`config.mk`:
```
export PLATFORM = sky130hd
export DESIGN_NAME = message_slot_ring_queue
export DESIGN_NICKNAME = d
export VERILOG_FILES = /design/src/msrq_pkg.sv /design/src/message_slot_ring_queue.sv /design/src/msrq_store.sv /design/src/msrq_ctrl.sv
export SDC_FILE = /design/constraint.sdc
export NUM_CORES = 2
export LEC_CHECK = 0
export BUFFER_PORTS_ARGS = -buffer_cell sky130_fd_sc_hd__buf_4
export CAP_MARGIN = 20
export CORE_AREA = 8 8 602 723
export DETAILED_ROUTE_END_ITERATION = 16
export DIE_AREA = 0 0 610 731
export HOLD_SLACK_MARGIN = 0.12
export MAX_ROUTING_LAYER = met4
export PLACE_DENSITY = 0.61
export SYNTH_ARGS = -nofsm -noshare
export SYNTH_HDL_FRONTEND = slang
export SYNTH_MEMORY_MAX_BITS = 65536
export SYNTH_SLANG_ARGS = --single-unit
```
`constraint.sdc`:
```
create_clock -name i_clk -period 4.4 [get_ports i_clk]
set_clock_uncertainty 0.1 [all_clocks]
set_input_delay 0.88 -clock i_clk [delete_from_list [all_inputs] [get_ports i_clk]]
set_output_delay 0.88 -clock i_clk [all_outputs]
set_load 0.1 [all_outputs]
```
`src/msrq_pkg.sv`:
```
package msrq_pkg;

    localparam int DEF_MAX_SLOTS      = 16;
    localparam int DEF_MAX_SLOT_BYTES = 32;

    // fixed field widths
    localparam int LEN_W     = 6;
    localparam int SC_W      = 5;
    localparam int CFG_W     = 6;
    localparam int CFG_IDX_W = 1;

    localparam logic [CFG_IDX_W-1:0] CFG_SLOT_COUNT = 1'd0;
    localparam logic [CFG_IDX_W-1:0] CFG_SLOT_BYTES = 1'd1;

    localparam logic [SC_W-1:0]  RST_SLOT_COUNT = 5'd16;
    localparam logic [LEN_W-1:0] RST_SLOT_BYTES = 6'd32;

    localparam logic OP_SEND = 1'b0;
    localparam logic OP_RECV = 1'b1;

    typedef enum logic [1:0] {
        STS_OK       = 2'd0,
        STS_FULL     = 2'd1,
        STS_TOO_LONG = 2'd2,
        STS_EMPTY    = 2'd3
    } t_status;

    typedef enum logic [1:0] {
        ST_IDLE,
        ST_LEN,
        ST_STREAM
    } t_state;

    typedef struct packed {
        logic pay_we;
        logic pay_re;
        logic len_we;
        logic len_re;
    } t_mem_ctl;

endpackage

```
`src/message_slot_ring_queue.sv`:
```
// Mailbox of fixed message slots used as a ring. A send streams at most one
// byte per transfer with a last flag; its last transfer yields one result
// (stored, queue full, or too long). A receive is accepted, then fetches the
// slot length from the length memory, then gives one result per cycle (one
// per byte, or one for an empty message) read from the single payload
// memory read port, with output stall holding the stream. A receive on an
// empty queue gives its result in the cycle after it is accepted. No
// input is taken while a receive streams.
module message_slot_ring_queue
    import msrq_pkg::*;
#(
    parameter int MAX_SLOTS      = DEF_MAX_SLOTS,
    parameter int MAX_SLOT_BYTES = DEF_MAX_SLOT_BYTES
) (
    input  logic                 i_clk,
    input  logic                 i_rst_n,
    input  logic                 i_cfg_we,
    input  logic [CFG_IDX_W-1:0] i_cfg_index,
    input  logic [CFG_W-1:0]     i_cfg_data,
    input  logic                 i_in_valid,
    output logic                 o_in_stall,
    input  logic                 i_opcode,
    input  logic [7:0]           i_data_byte,
    input  logic                 i_byte_present,
    input  logic                 i_end_of_message,
    output logic                 o_out_valid,
    input  logic                 i_out_stall,
    output logic [1:0]           o_status,
    output logic [7:0]           o_out_byte,
    output logic                 o_out_byte_valid,
    output logic                 o_out_last,
    output logic [LEN_W-1:0]     o_message_length
);

    localparam int SLOT_W = (MAX_SLOTS > 1) ? $clog2(MAX_SLOTS) : 1;
    localparam int DEPTH  = MAX_SLOTS * MAX_SLOT_BYTES;
    localparam int ADDR_W = (DEPTH > 1) ? $clog2(DEPTH) : 1;

    t_mem_ctl          mem_ctl;
    logic [ADDR_W-1:0] pay_waddr;
    logic [7:0]        pay_wdata;
    logic [ADDR_W-1:0] pay_raddr;
    logic [7:0]        pay_rdata;
    logic [SLOT_W-1:0] len_waddr;
    logic [LEN_W-1:0]  len_wdata;
    logic [SLOT_W-1:0] len_raddr;
    logic [LEN_W-1:0]  len_rdata;

    msrq_ctrl #(
        .MAX_SLOTS      (MAX_SLOTS),
        .MAX_SLOT_BYTES (MAX_SLOT_BYTES)
    ) u_ctrl (
        .i_clk            (i_clk),
        .i_rst_n          (i_rst_n),
        .i_cfg_we         (i_cfg_we),
        .i_cfg_index      (i_cfg_index),
        .i_cfg_data       (i_cfg_data),
        .i_in_valid       (i_in_valid),
        .o_in_stall       (o_in_stall),
        .i_opcode         (i_opcode),
        .i_data_byte      (i_data_byte),
        .i_byte_present   (i_byte_present),
        .i_end_of_message (i_end_of_message),
        .o_out_valid      (o_out_valid),
        .i_out_stall      (i_out_stall),
        .o_status         (o_status),
        .o_out_byte       (o_out_byte),
        .o_out_byte_valid (o_out_byte_valid),
        .o_out_last       (o_out_last),
        .o_message_length (o_message_length),
        .o_ctl            (mem_ctl),
        .o_pay_waddr      (pay_waddr),
        .o_pay_wdata      (pay_wdata),
        .o_pay_raddr      (pay_raddr),
        .i_pay_rdata      (pay_rdata),
        .o_len_waddr      (len_waddr),
        .o_len_wdata      (len_wdata),
        .o_len_raddr      (len_raddr),
        .i_len_rdata      (len_rdata)
    );

    msrq_store #(
        .MAX_SLOTS      (MAX_SLOTS),
        .MAX_SLOT_BYTES (MAX_SLOT_BYTES)
    ) u_store (
        .i_clk       (i_clk),
        .i_ctl       (mem_ctl),
        .i_pay_waddr (pay_waddr),
        .i_pay_wdata (pay_wdata),
        .i_pay_raddr (pay_raddr),
        .o_pay_rdata (pay_rdata),
        .i_len_waddr (len_waddr),
        .i_len_wdata (len_wdata),
        .i_len_raddr (len_raddr),
        .o_len_rdata (len_rdata)
    );

endmodule

```
`src/msrq_store.sv`:
```
module msrq_store
    import msrq_pkg::*;
#(
    parameter int MAX_SLOTS      = DEF_MAX_SLOTS,
    parameter int MAX_SLOT_BYTES = DEF_MAX_SLOT_BYTES,
    localparam int SLOT_W = (MAX_SLOTS > 1) ? $clog2(MAX_SLOTS) : 1,
    localparam int DEPTH  = MAX_SLOTS * MAX_SLOT_BYTES,
    localparam int ADDR_W = (DEPTH > 1) ? $clog2(DEPTH) : 1
) (
    input  logic              i_clk,
    input  t_mem_ctl          i_ctl,
    input  logic [ADDR_W-1:0] i_pay_waddr,
    input  logic [7:0]        i_pay_wdata,
    input  logic [ADDR_W-1:0] i_pay_raddr,
    output logic [7:0]        o_pay_rdata,
    input  logic [SLOT_W-1:0] i_len_waddr,
    input  logic [LEN_W-1:0]  i_len_wdata,
    input  logic [SLOT_W-1:0] i_len_raddr,
    output logic [LEN_W-1:0]  o_len_rdata
);

    logic [7:0]       r_pay_mem [DEPTH];
    logic [LEN_W-1:0] r_len_mem [MAX_SLOTS];
    logic [7:0]       r_pay_rdata;
    logic [LEN_W-1:0] r_len_rdata;

    // read data holds while the port is not enabled
    always_ff @(posedge i_clk) begin
        if (i_ctl.pay_we) begin
            r_pay_mem[i_pay_waddr] <= i_pay_wdata;
        end
        if (i_ctl.pay_re) begin
            r_pay_rdata <= r_pay_mem[i_pay_raddr];
        end
    end

    always_ff @(posedge i_clk) begin
        if (i_ctl.len_we) begin
            r_len_mem[i_len_waddr] <= i_len_wdata;
        end
        if (i_ctl.len_re) begin
            r_len_rdata <= r_len_mem[i_len_raddr];
        end
    end

    assign o_pay_rdata = r_pay_rdata;
    assign o_len_rdata = r_len_rdata;

endmodule

```
`src/msrq_ctrl.sv`:
```
module msrq_ctrl
    import msrq_pkg::*;
#(
    parameter int MAX_SLOTS      = DEF_MAX_SLOTS,
    parameter int MAX_SLOT_BYTES = DEF_MAX_SLOT_BYTES,
    localparam int SLOT_W = (MAX_SLOTS > 1) ? $clog2(MAX_SLOTS) : 1,
    localparam int DEPTH  = MAX_SLOTS * MAX_SLOT_BYTES,
    localparam int ADDR_W = (DEPTH > 1) ? $clog2(DEPTH) : 1,
    localparam int CNT_W  = $clog2(MAX_SLOTS + 1),
    localparam int BI_W   = (MAX_SLOT_BYTES > 1) ? $clog2(MAX_SLOT_BYTES) : 1
) (
    input  logic                 i_clk,
    input  logic                 i_rst_n,
    input  logic                 i_cfg_we,
    input  logic [CFG_IDX_W-1:0] i_cfg_index,
    input  logic [CFG_W-1:0]     i_cfg_data,
    input  logic                 i_in_valid,
    output logic                 o_in_stall,
    input  logic                 i_opcode,
    input  logic [7:0]           i_data_byte,
    input  logic                 i_byte_present,
    input  logic                 i_end_of_message,
    output logic                 o_out_valid,
    input  logic                 i_out_stall,
    output logic [1:0]           o_status,
    output logic [7:0]           o_out_byte,
    output logic                 o_out_byte_valid,
    output logic                 o_out_last,
    output logic [LEN_W-1:0]     o_message_length,
    output t_mem_ctl             o_ctl,
    output logic [ADDR_W-1:0]    o_pay_waddr,
    output logic [7:0]           o_pay_wdata,
    output logic [ADDR_W-1:0]    o_pay_raddr,
    input  logic [7:0]           i_pay_rdata,
    output logic [SLOT_W-1:0]    o_len_waddr,
    output logic [LEN_W-1:0]     o_len_wdata,
    output logic [SLOT_W-1:0]    o_len_raddr,
    input  logic [LEN_W-1:0]     i_len_rdata
);

    t_state            r_state, n_state;
    logic [SLOT_W-1:0] r_ws, n_ws;
    logic [SLOT_W-1:0] r_rs, n_rs;
    logic [CNT_W-1:0]  r_count, n_count;
    logic [LEN_W-1:0]  r_staged, n_staged;
    logic              r_ovf, n_ovf;
    logic [SC_W-1:0]   r_slot_count;
    logic [LEN_W-1:0]  r_slot_bytes;
    logic [LEN_W-1:0]  r_rlen, n_rlen;
    logic [BI_W-1:0]   r_idx, n_idx;
    logic              r_out_valid, n_out_valid;
    t_status           r_status, n_status;
    logic              r_byte_sel, n_byte_sel;
    logic              r_last, n_last;
    logic [LEN_W-1:0]  r_out_len, n_out_len;

    logic [CNT_W-1:0]  eff_slots;
    logic [LEN_W:0]    eff_bytes;
    logic              full;
    logic              fits;
    logic              adv;
    logic              in_stall;
    logic              accept;
    logic              stream_last;
    logic [LEN_W-1:0]  rlen_clamped;
    logic [SLOT_W-1:0] ws_next;
    logic [SLOT_W-1:0] rs_next;

    assign eff_slots = (r_slot_count == '0) ? CNT_W'(1) :
                       ((int'(r_slot_count) > MAX_SLOTS) ? CNT_W'(MAX_SLOTS) :
                        CNT_W'(r_slot_count));
    assign eff_bytes = (int'(r_slot_bytes) > MAX_SLOT_BYTES) ? (LEN_W+1)'(MAX_SLOT_BYTES) :
                       {1'b0, r_slot_bytes};

    assign full   = r_count >= eff_slots;
    assign fits   = {1'b0, r_staged} < eff_bytes;
    assign adv    = !r_out_valid || !i_out_stall;

    // items that produce a result wait for the output register to free up
    assign in_stall = (r_state != ST_IDLE) ||
                      (r_out_valid && i_out_stall &&
                       (i_opcode == OP_RECV || i_end_of_message));
    assign accept   = i_in_valid && !in_stall;

    assign rlen_clamped = (int'(i_len_rdata) > MAX_SLOT_BYTES) ? LEN_W'(MAX_SLOT_BYTES) :
                          i_len_rdata;
    assign stream_last  = (r_rlen == '0) ||
                          ((LEN_W+1)'(r_idx) + (LEN_W+1)'(1) == {1'b0, r_rlen});

    assign ws_next = (int'(r_ws) + 1 >= int'(eff_slots)) ? '0 : SLOT_W'(r_ws + 1'b1);
    assign rs_next = (int'(r_rs) + 1 >= int'(eff_slots)) ? '0 : SLOT_W'(r_rs + 1'b1);

    assign o_pay_waddr = ADDR_W'(int'(r_ws) * MAX_SLOT_BYTES + int'(r_staged));
    assign o_pay_raddr = ADDR_W'(int'(r_rs) * MAX_SLOT_BYTES + int'(r_idx));
    assign o_pay_wdata = i_data_byte;
    assign o_len_waddr = r_ws;
    assign o_len_raddr = r_rs;

    always_comb begin
        n_state = r_state;
        case (r_state)
            ST_IDLE: begin
                if (accept && i_opcode == OP_RECV && r_count != '0) begin
                    n_state = ST_LEN;
                end
            end
            ST_LEN: begin
                n_state = ST_STREAM;
            end
            ST_STREAM: begin
                if (adv && stream_last) begin
                    n_state = ST_IDLE;
                end
            end
            default: begin
                n_state = ST_IDLE;
            end
        endcase
    end

    always_comb begin
        o_ctl       = '0;
        o_len_wdata = '0;
        n_ws        = r_ws;
        n_rs        = r_rs;
        n_count     = r_count;
        n_staged    = r_staged;
        n_ovf       = r_ovf;
        n_rlen      = r_rlen;
        n_idx       = r_idx;
        n_out_valid = r_out_valid && i_out_stall;
        n_status    = r_status;
        n_byte_sel  = r_byte_sel;
        n_last      = r_last;
        n_out_len   = r_out_len;
        case (r_state)
            ST_IDLE: begin
                if (accept && i_opcode == OP_SEND) begin
                    if (i_byte_present) begin
                        if (fits) begin
                            // bytes sent while full are counted, not written
                            o_ctl.pay_we = !full;
                            n_staged     = r_staged + 1'b1;
                        end else begin
                            n_ovf = 1'b1;
                        end
                    end
                    if (i_end_of_message) begin
                        n_out_valid = 1'b1;
                        n_byte_sel  = 1'b0;
                        n_last      = 1'b1;
                        n_out_len   = '0;
                        if (full) begin
                            n_status = STS_FULL;
                        end else if (n_ovf) begin
                            n_status = STS_TOO_LONG;
                        end else begin
                            n_status     = STS_OK;
                            o_ctl.len_we = 1'b1;
                            o_len_wdata  = n_staged;
                            n_out_len    = n_staged;
                            n_ws         = ws_next;
                            n_count      = r_count + 1'b1;
                        end
                        n_staged = '0;
                        n_ovf    = 1'b0;
                    end
                end else if (accept) begin
                    if (r_count == '0) begin
                        n_out_valid = 1'b1;
                        n_status    = STS_EMPTY;
                        n_byte_sel  = 1'b0;
                        n_last      = 1'b1;
                        n_out_len   = '0;
                    end else begin
                        o_ctl.len_re = 1'b1;
                    end
                end
            end
            ST_LEN: begin
                n_rlen = rlen_clamped;
                n_idx  = '0;
            end
            ST_STREAM: begin
                if (adv) begin
                    o_ctl.pay_re = 1'b1;
                    n_out_valid  = 1'b1;
                    n_status     = STS_OK;
                    n_byte_sel   = r_rlen != '0;
                    n_last       = stream_last;
                    n_out_len    = r_rlen;
                    n_idx        = BI_W'(r_idx + 1'b1);
                    if (stream_last) begin
                        n_rs    = rs_next;
                        n_count = r_count - 1'b1;
                    end
                end
            end
            default: begin
            end
        endcase
    end

    always_ff @(posedge i_clk) begin
        if (!i_rst_n) begin
            r_state      <= ST_IDLE;
            r_ws         <= '0;
            r_rs         <= '0;
            r_count      <= '0;
            r_staged     <= '0;
            r_ovf        <= 1'b0;
            r_out_valid  <= 1'b0;
            r_slot_count <= RST_SLOT_COUNT;
            r_slot_bytes <= RST_SLOT_BYTES;
        end else begin
            r_state     <= n_state;
            r_ws        <= n_ws;
            r_rs        <= n_rs;
            r_count     <= n_count;
            r_staged    <= n_staged;
            r_ovf       <= n_ovf;
            r_out_valid <= n_out_valid;
            if (i_cfg_we) begin
                case (i_cfg_index)
                    CFG_SLOT_COUNT: r_slot_count <= i_cfg_data[SC_W-1:0];
                    CFG_SLOT_BYTES: r_slot_bytes <= i_cfg_data;
                    default: begin
                    end
                endcase
            end
        end
    end

    always_ff @(posedge i_clk) begin
        r_rlen     <= n_rlen;
        r_idx      <= n_idx;
        r_status   <= n_status;
        r_byte_sel <= n_byte_sel;
        r_last     <= n_last;
        r_out_len  <= n_out_len;
    end

    assign o_in_stall       = in_stall;
    assign o_out_valid      = r_out_valid;
    assign o_status         = r_status;
    assign o_out_byte       = r_byte_sel ? i_pay_rdata : 8'd0;
    assign o_out_byte_valid = r_byte_sel;
    assign o_out_last       = r_last;
    assign o_message_length = r_out_len;

    a_len_one_cycle: assert property (@(posedge i_clk) disable iff (!i_rst_n)
        r_state == ST_LEN |=> r_state == ST_STREAM)
        else $error("length fetch did not move on to streaming");

    a_stream_ends: assert property (@(posedge i_clk) disable iff (!i_rst_n)
        (r_state == ST_STREAM && adv && stream_last) |=> r_state == ST_IDLE)
        else $error("stream did not end after its last transfer");

    a_count_bound: assert property (@(posedge i_clk) disable iff (!i_rst_n)
        r_count <= CNT_W'(MAX_SLOTS))
        else $error("stored message count above slot capacity");

    a_count_drop: assert property (@(posedge i_clk) disable iff (!i_rst_n)
        ($past(i_rst_n) && r_count < $past(r_count)) |->
            ($past(r_state) == ST_STREAM && $past(r_last) == 1'b1 || $past(r_state) == ST_STREAM))
        else $error("message count dropped outside a receive");

endmodule

```
==> flow_results.org <==
** Clock tree
- Clock tree from TritonCTS :: done
- Clock edge transition at the registers on the reported setup and hold paths :: 0.07 ns
- After clock tree synthesis, the setup repair step added 0 buffers.
- The longest clock path from root to sink contains 4 buffers.
- Sinks on Clock Net :: 4261
- CTS built an H-tree with a depth of 5.
- Clk root buf :: sky130_fd_sc_hd__clkbuf_16
- At the later pin of the worst-skew pair, clock insertion delay measures 0.96 ns.
- Total CTS buffers :: 388

** Pwr
- The analysis attributes to cell leakage a power of 61.6 nW.
- Power per unit of standard cell area :: 422 nW/um^2
- VDD sags by at most 0.000366 V.

** Yosys
- Yosys warning count :: 0
- Asr flop ratio synth :: 0%
- By count the netlist is led by 4227 x sky130_fd_sc_hd__edfxtp_1, 753 x sky130_fd_sc_hd__mux2i_1, 678 x sky130_fd_sc_hd__mux4_2.
- Library cell occupying the most area in the post-synthesis netlist :: sky130_fd_sc_hd__edfxtp_1
- In this run the mean area of a mapped cell was 19.6 um^2.
- Top post-synthesis cells by area :: sky130_fd_sc_hd__edfxtp_1 75%, sky130_fd_sc_hd__mux4_2 9.1%, sky130_fd_sc_hd__mux2i_1 4.5%
- Synthesized instance count :: 8597
- Counting every net in the synthesized netlist gives 8656.
- Primary FF master, synth :: sky130_fd_sc_hd__edfxtp_1
- Synthesis inferred 4261 register bits.
- Number of unique standard cell types used by synthesis :: 79
- Number of flops mapped to enable cells by yosys :: 4227
- Part of the Yosys area used for sequential elements :: 75.7%
- The most common cell in the synthesized netlist is sky130_fd_sc_hd__edfxtp_1.
- The synthesized netlist occupies a cell area of 169000 um^2.
- The synthesized design devotes to its leading area cell type 75.3% of total area.

** Die
- Die outline width :: 610 um
- In this run the core area contains 262 standard-cell rows.
- Initial core utilization :: 39.9%
- Std-Cell Core Area :: 423000 um^2
- During I/O placement, the number of pins put on the boundary was 43.
- Die footprint :: 446000 um^2
- Die height :: 731 um

** Setup path
- Broken down by cell family, the worst path's largest delay share belongs to simple AND/OR/NAND/NOR gates.
- Max FO, Critical Path :: 22
- CP required :: 4.87 ns
- The critical path goes through nor3_1, nor2_1, nor2_1, ha_1, nand2b_1, a21o_1, a21oi_1, o21a_1, and2_2, buf_12, nand3_1, nor2_2.
- The slowest stage of the critical path is the sky130_fd_sc_hd__nand3_1 cell.
- Critical path capture point type :: flop
- Delay contributed by the slowest stage of the critical path :: 0.58 ns
- Worst path arrival time :: 4.84 ns
- Buffer and inverter count on the worst path :: 1
- The worst setup path is launched from a flop.
- Counting stages on the worst path, the most repeated cell is sky130_fd_sc_hd__nor2_1.
- Critical path class :: flop to flop

** Placed design
- The HPWL after detailed placement is 299000 um.
- Number of cells in the design after placement :: 14300
- The count of buffers added on input and output ports is 42.
- The congestion estimate from routability-driven global placement came to 0.910.

** Global routing
- Global routing used 20.6% of the available tracks.
- Entering global routing, the biggest net connects 106 pins.
- Global-route wire length before repair :: 655000 um
- Global route total overflow :: 0
- Number of global-route vias before repair :: 88600
- Antenna violations before repair :: 18

** STA
- Timing would allow up to 229 MHz.
- Relative max-transition margin :: 17.3%
- Number of hold violations in the final report :: 0
- Worst hold slack across all endpoints :: 0.225 ns
- Endpoints failing setup :: 0
- Setup repair after global routing missed its margin :: true
- For the pin with the worst max-slew slack, the measured transition is 1.24 ns.
- Min Tclk post-route :: 4.37 ns
- The number of pins with negative max-slew slack in the final report is 0.
- The worst path uses 99.3% of the clock period.

** Cells and area
- After filler insertion, the fill cell instance count of the layout stands at 35300.
- The finished layout holds 15000 standard cells, fillers aside.
- Share of layout cells above drive strength 1 :: 21.6%
- From synthesis to final layout, the design area changed by 13.7%.
- Final-stage net count :: 9234

** Flow run
- Max-capacitance violation count :: 0

** Worst hold path
- In this run the worst hold path is classified as primary input to flop.

** Detailed routing
- Average vias per placed instance :: 5.84
- Across all layers, the routed design uses 87900 vias.
- Number of violations reported at the end of detailed-routing iteration 0 :: 10400
- Number of nets with antenna violations after routing :: 0
- Average routed wire per standard cell :: 30.5 um
- Total Routed Length :: 459000 um
- In the routed design, unresolved DRC markers number 0.
- The first TritonRoute pass finished after 7 iterations.

** Run status
- The run finished with clean final reports.
-- report_power, final --
group	total, mW	internal [mW]	switching (mW)
clock	33.7	19.0	14.7
combinational	2.63	0.801	1.83
sequential	44.6	44.6	0.0229
total	80.9	64.3	16.6
-- flip-flops by register name, indices dropped and copies added (netlist names), 6 cells and up --
register / count
u_ctrl.o_message_length: 6
u_ctrl.r_rlen: 6
u_ctrl.r_slot_bytes: 6
u_ctrl.r_staged: 6
u_store.o_len_rdata: 6
u_store.o_pay_rdata: 8
u_store.r_len_mem: 96
u_store.r_pay_mem: 4096
-- path summary, 6_finish.rpt --
| kind | start | to | slack (ns) | cells after the start |
|---|---|---|---|---|
| min | i_out_stall | u_ctrl.o_out_valid$_SDFF_PN0_ | 0.23 | 3 |
| max reg2reg | u_ctrl.r_slot_count[1]$_SDFFE_PN0P_ | u_store.r_pay_mem[284][1]$_DFFE_PP_ | 0.03 | 12 |
| max | u_ctrl.r_slot_count[1]$_SDFFE_PN0P_ | u_store.r_pay_mem[284][1]$_DFFE_PP_ | 0.03 | 12 |
| min reg2reg | u_ctrl.r_slot_bytes[2]$_SDFFE_PN0P_ | u_ctrl.r_slot_bytes[2]$_SDFFE_PN0P_ | 0.38 | 2 |
-- worst min-delay path, cell delays in order --
cell and delay (ns):
sky130_fd_sc_hd__buf_4 0.09, sky130_fd_sc_hd__nand2_1 0.12, sky130_fd_sc_hd__a21oi_1 0.16
-- cell usage in the layout, fill, tap and decap left out, types with 108 or more instances in the layout --
master	netlist	final
sky130_fd_sc_hd__o221ai_1	327	327
sky130_fd_sc_hd__mux4_2	678	678
sky130_fd_sc_hd__buf_4	58	607
sky130_fd_sc_hd__a21oi_1	193	193
sky130_fd_sc_hd__nand2_1	179	164
sky130_fd_sc_hd__mux2i_1	753	753
sky130_fd_sc_hd__o22ai_1	152	152
sky130_fd_sc_hd__nor2_1	627	598
sky130_fd_sc_hd__edfxtp_1	4227	4227
sky130_fd_sc_hd__buf_12	33	108
sky130_fd_sc_hd__clkbuf_16	0	396
-- metal layers --
metal | share of wire, % | track usage [%]
met1 | 39 | 26.1
met2 | 50 | 34.4
met3 | 7.1 | 2.85
met4 | 3.8 | 6.83
met5 | 0 | -
-- logic make-up after synthesis --
family / count (synthesis) / synth area share (%)
adder cells (fa/ha/maj): 36 / 0.272
XOR/XNOR: 24 / 0.150
AO/OA/AOI/OAI: 993 / 4.19
multiplexers: 1484 / 14.2
AND/OR/NAND/NOR: 1223 / 3.29
flip-flops: 4261 / 75.7
buffers and inverters: 576 / 2.19
-- through the flow --
stage | power (mW) | instance area (um^2) | utilization [%] | setup TNS [ns] | setup WS (ns)
2_1_floorplan | 46.7 | 169000 | - | 0 | 0.0408
3_5_place_dp | 48.1 | 179000 | 42.3 | -0.00602 | -0.00116
6_report | 80.9 | 192000 | 45.3 | 0 | 0.0314
4_1_cts | 81.4 | 192000 | 45.3 | 0 | 0.0133
5_1_grt | 82.9 | 192000 | 45.3 | -5.56 | -0.166
3_3_place_gp | 48.1 | 179000 | 42.3 | -4.84 | -0.220
-- area by class of cell --
type	count	area [um^2]	share of cell area, %
Antenna cell	12	30.0	0.0157
Multi-Input combinational cell	3760	37500	19.6
Timing Repair Buffer	743	7030	3.66
Clock buffer	462	10200	5.30
Tap cell	5544	6940	3.62
Sequential cell	4261	128000	66.6
Inverter	21	87.6	0.0457
Clock inverter	242	2340	1.22
-- repair_timing --
item,4_1_cts,5_1_grt
endpoints found under the setup margin,9,219
hold buffers,13,0
resized for setup,3,33
pin swaps,1,1
hold endpoints to repair,15,0
cloned,0,0
Note: power is estimated with default switching activity, not from simulation.
